## src/hw/rtl/srrl_pkg.sv

```systemverilog
// Shared types, codes and helpers of the system error recovery rate limiter.
`default_nettype none

package srrl_pkg;

    // History ring depth default
    localparam int HISTORY_DEPTH_DEF = 4;

    // Register reset values
    localparam logic [31:0] MIN_INTERVAL_RST   = 32'd300000;
    localparam logic [31:0] MONITOR_PERIOD_RST = 32'd3600000;

    // Register indexes (byte address bit 2)
    localparam logic REG_MIN_INTERVAL   = 1'b0;
    localparam logic REG_MONITOR_PERIOD = 1'b1;

    // Item modes
    localparam logic MODE_ERROR   = 1'b0;
    localparam logic MODE_RESTART = 1'b1;

    // Severity thresholds
    localparam logic [2:0] LVL_LOG_ONLY = 3'd1;
    localparam logic [2:0] LVL_ACTION   = 3'd5;
    localparam logic [2:0] LVL_FULL     = 3'd7;

    // Verdict codes
    localparam logic [3:0] V_LOGGED    = 4'd0;
    localparam logic [3:0] V_IGN_RESET = 4'd1;
    localparam logic [3:0] V_IGN_SAME  = 4'd2;
    localparam logic [3:0] V_NO_ACTION = 4'd3;
    localparam logic [3:0] V_FULL      = 4'd4;
    localparam logic [3:0] V_TOO_SOON  = 4'd5;
    localparam logic [3:0] V_TOO_MANY  = 4'd6;
    localparam logic [3:0] V_RECOVERY  = 4'd7;
    localparam logic [3:0] V_RESTART   = 4'd8;

    // Input transfer payload
    typedef struct packed {
        logic        mode;
        logic [31:0] now_ticks;
        logic [3:0]  subsystem;
        logic [2:0]  code_level;
        logic [2:0]  escalated_level;
        logic        error_safe;
        logic        manager_failed;
        logic        recovery_running;
        logic [3:0]  recovering_subsystem;
    } in_item_t;

    // Result transfer payload
    typedef struct packed {
        logic [3:0]  verdict;
        logic        full_reset;
        logic        service_recovery;
        logic [31:0] stamp_used;
    } out_item_t;

    // State update request from the classifier
    typedef struct packed {
        logic        restart;
        logic        recover;
        logic        clear_hist;
        logic [31:0] stamp;
    } upd_t;

    // now within [start, start + len], modulo 2^32 with half-range test
    function automatic logic in_window(logic [31:0] now, logic [31:0] start,
                                       logic [31:0] len);
        logic [31:0] win_end;
        logic [31:0] d_lo;
        logic [31:0] d_hi;
        begin
            win_end   = start + len;
            d_lo      = now - start;
            d_hi      = win_end - now;
            in_window = !d_lo[31] && !d_hi[31];
        end
    endfunction

endpackage

`default_nettype wire

```

## src/hw/rtl/srrl_classify.sv

```systemverilog
// Classifier: one item against the history state, gives result and state update.
`default_nettype none

module srrl_classify #(
    parameter int HISTORY_DEPTH = srrl_pkg::HISTORY_DEPTH_DEF
) (
    input  srrl_pkg::in_item_t  item_i,
    input  logic [31:0]         min_interval_i,
    input  logic [31:0]         monitor_period_i,
    input  logic [31:0]         stamps_i [HISTORY_DEPTH],
    input  logic [31:0]         last_stamp_i,
    output srrl_pkg::out_item_t result_o,
    output srrl_pkg::upd_t      upd_o
);
    import srrl_pkg::*;

    logic [31:0] now_fix;
    logic        have_last;
    logic        too_soon;
    logic        all_in;
    logic [3:0]  verdict;

    // Zero time is reserved for an empty stamp
    assign now_fix   = (item_i.now_ticks == 32'd0) ? 32'd1 : item_i.now_ticks;
    assign have_last = (last_stamp_i != 32'd0);

    // Minimum interval since the last recovery
    assign too_soon = (min_interval_i != 32'd0) &&
                      in_window(now_fix, last_stamp_i, min_interval_i);

    // Every history entry filled and inside the monitor period
    always_comb begin
        all_in = 1'b1;
        for (int i = 0; i < HISTORY_DEPTH; i++) begin
            if (stamps_i[i] == 32'd0 || !in_window(now_fix, stamps_i[i], monitor_period_i)) begin
                all_in = 1'b0;
            end
        end
    end

    // Ordered checks
    always_comb begin
        verdict = V_RECOVERY;
        if (item_i.mode == MODE_RESTART) begin
            verdict = V_RESTART;
        end else if (item_i.code_level == LVL_LOG_ONLY) begin
            verdict = V_LOGGED;
        end else if (item_i.error_safe || item_i.manager_failed) begin
            verdict = V_IGN_RESET;
        end else if (item_i.recovery_running &&
                     item_i.recovering_subsystem == item_i.subsystem) begin
            verdict = V_IGN_SAME;
        end else if (item_i.escalated_level < LVL_ACTION) begin
            verdict = V_NO_ACTION;
        end else if (item_i.escalated_level >= LVL_FULL || item_i.recovery_running) begin
            verdict = V_FULL;
        end else if (have_last && too_soon) begin
            verdict = V_TOO_SOON;
        end else if (have_last && monitor_period_i != 32'd0 && all_in) begin
            verdict = V_TOO_MANY;
        end
    end

    // Result fields
    always_comb begin
        result_o.verdict          = verdict;
        result_o.full_reset       = (verdict == V_FULL) || (verdict == V_TOO_SOON) ||
                                    (verdict == V_TOO_MANY);
        result_o.service_recovery = (verdict == V_RECOVERY);
        result_o.stamp_used       = (verdict == V_RECOVERY) ? now_fix : 32'd0;
    end

    // State update; first recovery after restart wipes the history
    always_comb begin
        upd_o.restart    = (verdict == V_RESTART);
        upd_o.recover    = (verdict == V_RECOVERY);
        upd_o.clear_hist = (verdict == V_RECOVERY) && !have_last;
        upd_o.stamp      = now_fix;
    end

endmodule

`default_nettype wire

```

## src/hw/rtl/syserr_recovery_rate_limiter.sv

```systemverilog
// Top level of the system error recovery rate limiter: pipeline, state and registers.
//
//  Channel  Ports                 Direction  Payload
//  -------  --------------------  ---------  ------------------------------
//  input    s_valid/s_ready       in         s_data  (srrl_pkg::in_item_t)
//  result   m_valid/m_ready       out        m_data  (srrl_pkg::out_item_t)
//  config   psel/penable/...      APB        two 32-bit registers, 0x0, 0x4
//
// One item per cycle sustained while the result side takes results; an item passes
// the input register, then the classifier, then the result register.
// History, slot and last stamp are updated as an item moves into the result
// register, so the next item already sees them.
// Synchronous active-low reset clears state and loads register defaults.
// A stalled result holds; the input register still takes a transfer while
// it is empty.
`default_nettype none

module syserr_recovery_rate_limiter #(
    parameter int HISTORY_DEPTH = srrl_pkg::HISTORY_DEPTH_DEF
) (
    input  logic                aclk,
    input  logic                aresetn,
    input  logic                s_valid,
    output logic                s_ready,
    input  srrl_pkg::in_item_t  s_data,
    output logic                m_valid,
    input  logic                m_ready,
    output srrl_pkg::out_item_t m_data,
    input  logic                psel,
    input  logic                penable,
    input  logic                pwrite,
    input  logic [2:0]          paddr,
    input  logic [31:0]         pwdata,
    output logic [31:0]         prdata,
    output logic                pready
);
    import srrl_pkg::*;

    localparam int SLOT_W = (HISTORY_DEPTH > 1) ? $clog2(HISTORY_DEPTH) : 1;

    logic              in_valid_reg;
    in_item_t          in_item_reg;
    logic              out_valid_reg;
    out_item_t         out_item_reg;
    logic [31:0]       min_interval_reg;
    logic [31:0]       monitor_period_reg;
    logic [31:0]       stamps_reg [HISTORY_DEPTH];
    logic [31:0]       stamps_next [HISTORY_DEPTH];
    logic [SLOT_W-1:0] slot_reg;
    logic [SLOT_W-1:0] slot_next;
    logic [31:0]       last_stamp_reg;
    logic              advance;
    logic              cfg_write;
    out_item_t         result;
    upd_t              upd;

    // Handshake
    assign advance = in_valid_reg && (!out_valid_reg || m_ready);
    assign s_ready = !in_valid_reg || advance;
    assign m_valid = out_valid_reg;
    assign m_data  = out_item_reg;

    // Input register
    always_ff @(posedge aclk) begin
        if (!aresetn) begin
            in_valid_reg <= 1'b0;
        end else if (s_ready) begin
            in_valid_reg <= s_valid;
        end
        if (s_valid && s_ready) begin
            in_item_reg <= s_data;
        end
    end

    srrl_classify #(
        .HISTORY_DEPTH(HISTORY_DEPTH)
    ) u_classify (
        .item_i           (in_item_reg),
        .min_interval_i   (min_interval_reg),
        .monitor_period_i (monitor_period_reg),
        .stamps_i         (stamps_reg),
        .last_stamp_i     (last_stamp_reg),
        .result_o         (result),
        .upd_o            (upd)
    );

    // Result register
    always_ff @(posedge aclk) begin
        if (!aresetn) begin
            out_valid_reg <= 1'b0;
        end else if (advance) begin
            out_valid_reg <= 1'b1;
        end else if (m_ready) begin
            out_valid_reg <= 1'b0;
        end
        if (advance) begin
            out_item_reg <= result;
        end
    end

    // History ring next values
    always_comb begin
        for (int i = 0; i < HISTORY_DEPTH; i++) begin
            stamps_next[i] = stamps_reg[i];
            if (upd.clear_hist) begin
                stamps_next[i] = 32'd0;
            end
            if (upd.recover && slot_reg == SLOT_W'(i)) begin
                stamps_next[i] = upd.stamp;
            end
        end
        slot_next = (slot_reg == SLOT_W'(HISTORY_DEPTH - 1)) ? '0 : slot_reg + SLOT_W'(1);
    end

    // Recovery state
    always_ff @(posedge aclk) begin
        if (!aresetn) begin
            for (int i = 0; i < HISTORY_DEPTH; i++) begin
                stamps_reg[i] <= 32'd0;
            end
            slot_reg       <= '0;
            last_stamp_reg <= 32'd0;
        end else if (advance) begin
            stamps_reg <= stamps_next;
            if (upd.recover) begin
                slot_reg       <= slot_next;
                last_stamp_reg <= upd.stamp;
            end else if (upd.restart) begin
                last_stamp_reg <= 32'd0;
            end
        end
    end

    // Configuration registers
    assign pready    = 1'b1;
    assign cfg_write = psel && penable && pwrite && pready;

    always_ff @(posedge aclk) begin
        if (!aresetn) begin
            min_interval_reg   <= MIN_INTERVAL_RST;
            monitor_period_reg <= MONITOR_PERIOD_RST;
        end else if (cfg_write) begin
            unique case (paddr[2])
                REG_MIN_INTERVAL:   min_interval_reg   <= pwdata;
                REG_MONITOR_PERIOD: monitor_period_reg <= pwdata;
                default:            min_interval_reg   <= min_interval_reg;
            endcase
        end
    end

    // Register read
    always_comb begin
        unique case (paddr[2])
            REG_MIN_INTERVAL:   prdata = min_interval_reg;
            REG_MONITOR_PERIOD: prdata = monitor_period_reg;
            default:            prdata = 32'd0;
        endcase
    end

endmodule

`default_nettype wire

```

## config.mk

```make
export PLATFORM = sky130hd
export DESIGN_NAME = syserr_recovery_rate_limiter
export DESIGN_NICKNAME = d
export VERILOG_FILES = /design/src/hw/rtl/srrl_pkg.sv /design/src/hw/rtl/srrl_classify.sv /design/src/hw/rtl/syserr_recovery_rate_limiter.sv
export SDC_FILE = /design/constraint.sdc
export NUM_CORES = 1
export LEC_CHECK = 0
export BUFFER_PORTS_ARGS = -buffer_cell sky130_fd_sc_hd__buf_2
export CORE_UTILIZATION = 56
export CTS_CLUSTER_SIZE = 30
export DETAILED_ROUTE_END_ITERATION = 10
export HOLD_SLACK_MARGIN = 0.08
export PLACE_DENSITY = 0.89
export SLEW_MARGIN = 10
export SYNTH_ARGS = -nofsm -noshare
export SYNTH_HDL_FRONTEND = slang
export SYNTH_HIERARCHICAL = 1
export SYNTH_SLANG_ARGS = --single-unit
```

## constraint.sdc

```tcl
create_clock -name aclk -period 3.95 [get_ports aclk]
set_input_delay 1.185 -clock aclk [delete_from_list [all_inputs] [get_ports aclk]]
set_output_delay 1.185 -clock aclk [all_outputs]
set_load 0.01 [all_outputs]
```

# Word-level counts from Yosys, hierarchy flattened
# Cells that the tools add are included.
dict set report op_classes {
  n_reduce_logical 69
  addsub 16
  n_bitwise 1
  mux 24
  n_lt_le_gt_ge 2
  eq_ne 10
}
# cell n
set ops {}
lappend ops {{$sub 32x32->32} 10}
lappend ops {{$mux 32} 8}
lappend ops {{$add 32x32->32} 5}
lappend ops {{$logic_not 32->1} 5}
lappend ops {{$reduce_bool 32->1} 3}
lappend ops {{$pmux 32 s2} 1}
lappend ops {{$mux 4} 7}
lappend ops {{$logic_and 1x1->1} 19}
lappend ops {{$logic_not 1->1} 17}
lappend ops {{$eq 4x3->1 const B} 4}
lappend ops {{$reduce_and 2->1} 8}
lappend ops {{$reduce_bool 2->1} 6}
lappend ops {{$logic_or 1x1->1} 10}
lappend ops {{$mux 1} 7}
lappend ops {{$eq 2x2->1 const B} 2}
lappend ops {{$eq 4x4->1} 1}
lappend ops {{$eq 4x4->1 const B} 1}
lappend ops {{$eq 3x1->1 const B} 1}
lappend ops {{$ge 3x3->1 const B} 1}
lappend ops {{$lt 3x3->1 const B} 1}
lappend ops {{$add 2x1->2 const B} 1}
lappend ops {{$eq 2x1->1 const B} 1}
lappend ops {{$logic_not 2->1} 1}
lappend ops {{$mux 2} 1}
lappend ops {{$not 1->1} 1}
dict set report totals {
  register_bits 316
  output_inout_bits 73
}

# Depth between registers and ports, before layout
dict set report depth {
  ltp_word 24
  ltp_mapped 24
  depth_no_buf 20
}

# Cells and area by module
# The synthesis kept the hierarchy.
# module cells_per_inst instances area_per_inst_um2
set by_module_without_submodules {}
lappend by_module_without_submodules {srrl_classify 1585 1 12554.5}
lappend by_module_without_submodules {syserr_recovery_rate_limiter 966 1 10766.6}

# Worst setup path before layout
# No wires, ideal clock.
dict set report synth_timing {
  path_kind {reg-to-reg}
  from {reg in_item_reg[45] (netlist bit)}
  to {reg last_stamp_reg[10]}
  arrival_time_ns 4.307
  t_required_ns 3.890
  slack_ns -0.418
  stages_incl_launch_ff 20
  setup_time_ns 0.060
  path_buffers 5
  period_less_slack_ns 4.368
  path_cell_list {edfxtp_1 clkbuf_1 fa_1 inv_1 ha_1 nand4_1 nor4_2 a22oi_1 and3b_1 a211oi_2 nand4_1 a2111o_1 o21ba_4 buf_6 buf_4 buf_2 nor2_1 o31a_1 buf_6 a22o_1}
}
# element line_no
set synth_lines {}
lappend synth_lines {{start: declaration} syserr_recovery_rate_limiter.sv:42} ;# in_item_t in_item_reg;
lappend synth_lines {{start signal: assignment} syserr_recovery_rate_limiter.sv:71} ;# in_item_reg <= s_data;
lappend synth_lines {{end signal: assignment} syserr_recovery_rate_limiter.sv:127} ;# last_stamp_reg <= upd.stamp;
lappend synth_lines {{end: declaration} syserr_recovery_rate_limiter.sv:51} ;# logic [31:0] last_stamp_reg;

==> flow_metrics.env <==
export IMPL_fp_dieArea_mm2=0.04246
export IMPL_rsz0062_at_grt="true"
export IMPL_r2r_worst_path_cells=23
export IMPL_cp_startpoint="in_item_reg[36]"
export IMPL_cts_buffer_depth=3
export IMPL_final_common_cell="inv_1"
export IMPL_fin_area_mm2=0.02931
export IMPL_finalCriticalPeriod_ns=5.011
export IMPL_finalSetupTns_ns=-190.85
export IMPL_synthFlopType="dfxtp_1"
export IMPL_r2r_setup_slack_ns=-1.06
export IMPL_cts_buffers=37
export IMPL_via_per_inst=6.324
export IMPL_path_cells="nor4_4, nand4_1, nor2_2, nor2_4, inv_4, buf_4, ha_4, inv_4, ha_4, nand4b_1, a21oi_2, o311ai_4, a211oi_4, o21a_1, a2111o_1, o2111ai_2, o21ba_4, buf_4, nor2_4, o31a_1, buf_6, clkbuf_16, a22o_1"
export IMPL_synth_avg_cell_area_um2=9.142
export IMPL_tightest_slew_ns=0.8217
export IMPL_finalCritPeriodShare_pct=126.9
export IMPL_io_pins=165
export IMPL_syn_inst=2551
export IMPL_start_util_pct=56.99
export IMPL_die_x_um=206.1
export IMPL_cellPowerDensity_mw_per_mm2=291.9
export IMPL_drt_wl_total_um=81960
export IMPL_ys_async_sr_fraction_pct=0
export IMPL_synth_seq_area_share_pct=30.90
export IMPL_critical_path_class="reg2reg"
export IMPL_synth_edf_count=88
export IMPL_nNetsFinal=3506
export IMPL_cp_endpoint="last_stamp_reg[1]"
export IMPL_coreArea_mm2=0.04092
export IMPL_clk_pin_slew_ns=0.06
export IMPL_dpl_cell_count=3430
export IMPL_regArea_mm2=0.007209
export IMPL_ys_ff_latch=316
export IMPL_htreeDepth=2
export IMPL_endpoint_kind="flop"
export IMPL_cp_max_fo=8
export IMPL_finalHoldViolCount=0
export IMPL_finalSetupViolCount=198
export IMPL_status="finished with violations"
export IMPL_skew_ns=0.03050
export IMPL_violations="negative setup slack"
export IMPL_area_delta_synth_final_pct=25.70
export IMPL_critPathMaxStageDelay_ns=0.43
export IMPL_instances_no_fill=3526
export IMPL_grt_usage_pct=37.08
export IMPL_grt_pass1_vias=22000
export IMPL_firstDrtPassIters=6
export IMPL_syn_area_mm2=0.02332
export IMPL_worst_ep_required_time_ns=4.41
export IMPL_gp_congestion=1.022
export IMPL_postPlaceCellArea_mm2=0.02683
export IMPL_grt_overflow_total=0
export IMPL_cp_start_kind="flop"
export IMPL_ant_nets=0
export IMPL_slowest_stage="edfxtp_1"
export IMPL_peakVddDrop_mv=0.3003
export IMPL_hold_buffers=0
export IMPL_clock_latency_ns=0.58
export IMPL_wire_per_inst_um=23.25
export IMPL_place_hpwl_um=60480
export IMPL_synth_warnings=6
export IMPL_totalPowerFinal_mw=8.558
export IMPL_slew_viol_final=0
export IMPL_via_count=22300
export IMPL_cp_arrival_ns=5.47
export IMPL_die_h_um=206.1
export IMPL_hp_class="reg2reg"
export IMPL_multi_input_comb_area_mm2=0.01482
export IMPL_ys_types=78
export IMPL_grt_start_max_net_pins=78
export IMPL_drive_above_1_share_pct=25.13
export IMPL_timing_fmax_mhz=199.6
export IMPL_grt_pass1_wl_um=119400
export IMPL_slew_headroom_pct=44.71
export IMPL_rr_startpoint="in_item_reg[36]"
export IMPL_largest_reg_flops=128
export IMPL_clkSinkCount=316
export IMPL_power_leakage_nw=13.24
export IMPL_finalCoreUtilization_pct=71.63
export IMPL_portBuffers=161
export IMPL_layout_setup_ws_ns=-1.061
export IMPL_whs_ns=0.4859
export IMPL_drcViolationCount=0
export IMPL_n_fill_cell=2820
export IMPL_root_buffer="clkbuf_16"
export IMPL_cts_tree="done"
export IMPL_rows=74
export IMPL_r2r_end="last_stamp_reg[1]"
export IMPL_drtIter0Drc=2702
export IMPL_antenna_found_initial=1
export IMPL_post_place_ws_ns=-1.541
export IMPL_max_cap_viol_count=0
export IMPL_final_cell_mix="inv_1, ha_1, buf_4"
export IMPL_syn_nets=3093
cell usage after synthesis (all sizes together) (3+ instances only):
library cell / count / area share, %
ha: 325 / 17
clkbuf: 64 / 1.0
nand2b: 29 / 0.78
a2111oi: 4 / 0.18
nor2b: 7 / 0.22
nand3: 96 / 2.1
and2: 36 / 1.2
nor2: 46 / 0.74
a311oi: 3 / 0.11
a21o: 33 / 1.1
o21a: 9 / 0.29
inv: 410 / 6.6
nor4: 70 / 1.9
a21oi: 105 / 2.3
nand4: 64 / 1.7
o221ai: 6 / 0.25
o211ai: 15 / 0.48
and4: 7 / 0.26
nand4b: 7 / 0.26
a21boi: 8 / 0.26
or4: 3 / 0.097
o22ai: 133 / 3.6
or3: 4 / 0.11
a211oi: 24 / 0.79
nand2: 282 / 4.5
a22o: 32 / 1.2
maj3: 4 / 0.18
dfxtp: 228 / 20
a31oi: 5 / 0.13
edfxtp: 88 / 11
xor2: 4 / 0.15
o2111ai: 6 / 0.23
xnor2: 28 / 1.1
a221oi: 3 / 0.11
buf: 62 / 1.7
o21ai: 90 / 1.9
fa: 125 / 11
a2111o: 4 / 0.19
nor3: 19 / 0.49
mux2: 32 / 1.5
routing by layer:
| metal | part of all wire [%] | global-route usage [%] | vias up |
|---|---|---|---|
| met5 | 0.079 | 0 | - |
| met4 | 6.6 | 22.74 | 2 |
| met3 | 11 | 7.064 | 340 |
| met2 | 45 | 58.08 | 1496 |
| met1 | 38 | 47.27 | 10730 |
| li1 | - | - | 9729 |
what timing repair did:
action                     4_1_cts  5_1_grt
pin swaps                       62       26
gates cloned                     1        9
buffers inserted                 9       12
gates resized for setup         91       65
setup endpoints to repair      198      198
power by group:
part	leakage, nW	switching (mW)	internal (mW)	total [mW]
registers	2.72	0.0438	3.39	3.44
logic	9.89	0.874	0.572	1.45
clock network	0.628	1.51	2.16	3.67
total	13.2	2.43	6.13	8.56
logic make-up (layout without fill, tap and decap cells):
| kind of cell | count (synthesis) | after routing | synth area share, % |
|---|---|---|---|
| AND/OR/NAND/NOR | 681 | 681 | 14.87 |
| buffers and inverters | 536 | 978 | 9.308 |
| AO/OA/AOI/OAI | 499 | 499 | 13.78 |
| adder cells (fa/ha/maj) | 454 | 454 | 28.34 |
| flip-flops | 316 | 316 | 30.90 |
| XOR/XNOR | 32 | 32 | 1.234 |
| multiplexers | 32 | 32 | 1.545 |
| other | 1 | 2 | 0.01608 |
how the worst min path moves through the flow:
stage | startpoint | to | cells after the start
2_1_floorplan | stamps_reg[11] | stamps_reg[11] | 2
4_1_cts | stamps_reg[54] | stamps_reg[54] | 2
5_1_grt | stamps_reg[54] | stamps_reg[54] | 2
3_5_place_dp | stamps_reg[46] | stamps_reg[46] | 2
6_report | stamps_reg[54] | stamps_reg[54] | 2
3_3_place_gp | stamps_reg[46] | stamps_reg[46] | 2
area by class of cell:
| class | count | area share, % |
|---|---|---|
| repair buffers | 500 | 12.92 |
| well taps | 532 | 2.271 |
| clock inverters | 20 | 0.8067 |
| clock buffers | 48 | 3.581 |
| multi-input cells | 1699 | 50.54 |
| flip-flops and latches | 316 | 24.59 |
| diodes | 1 | 0.008536 |
| inverters | 410 | 5.284 |
worst max-delay path, delay by kind of cell (launching register included):
kind,cells,cell delay (ns)
AO/OA/AOI/OAI,9,2.05
AND/OR/NAND/NOR,6,1.33
buffers and inverters,6,0.70
flip-flops,1,0.43
adder cells (fa/ha/maj),2,0.38
(Power assumes the default switching activity.)
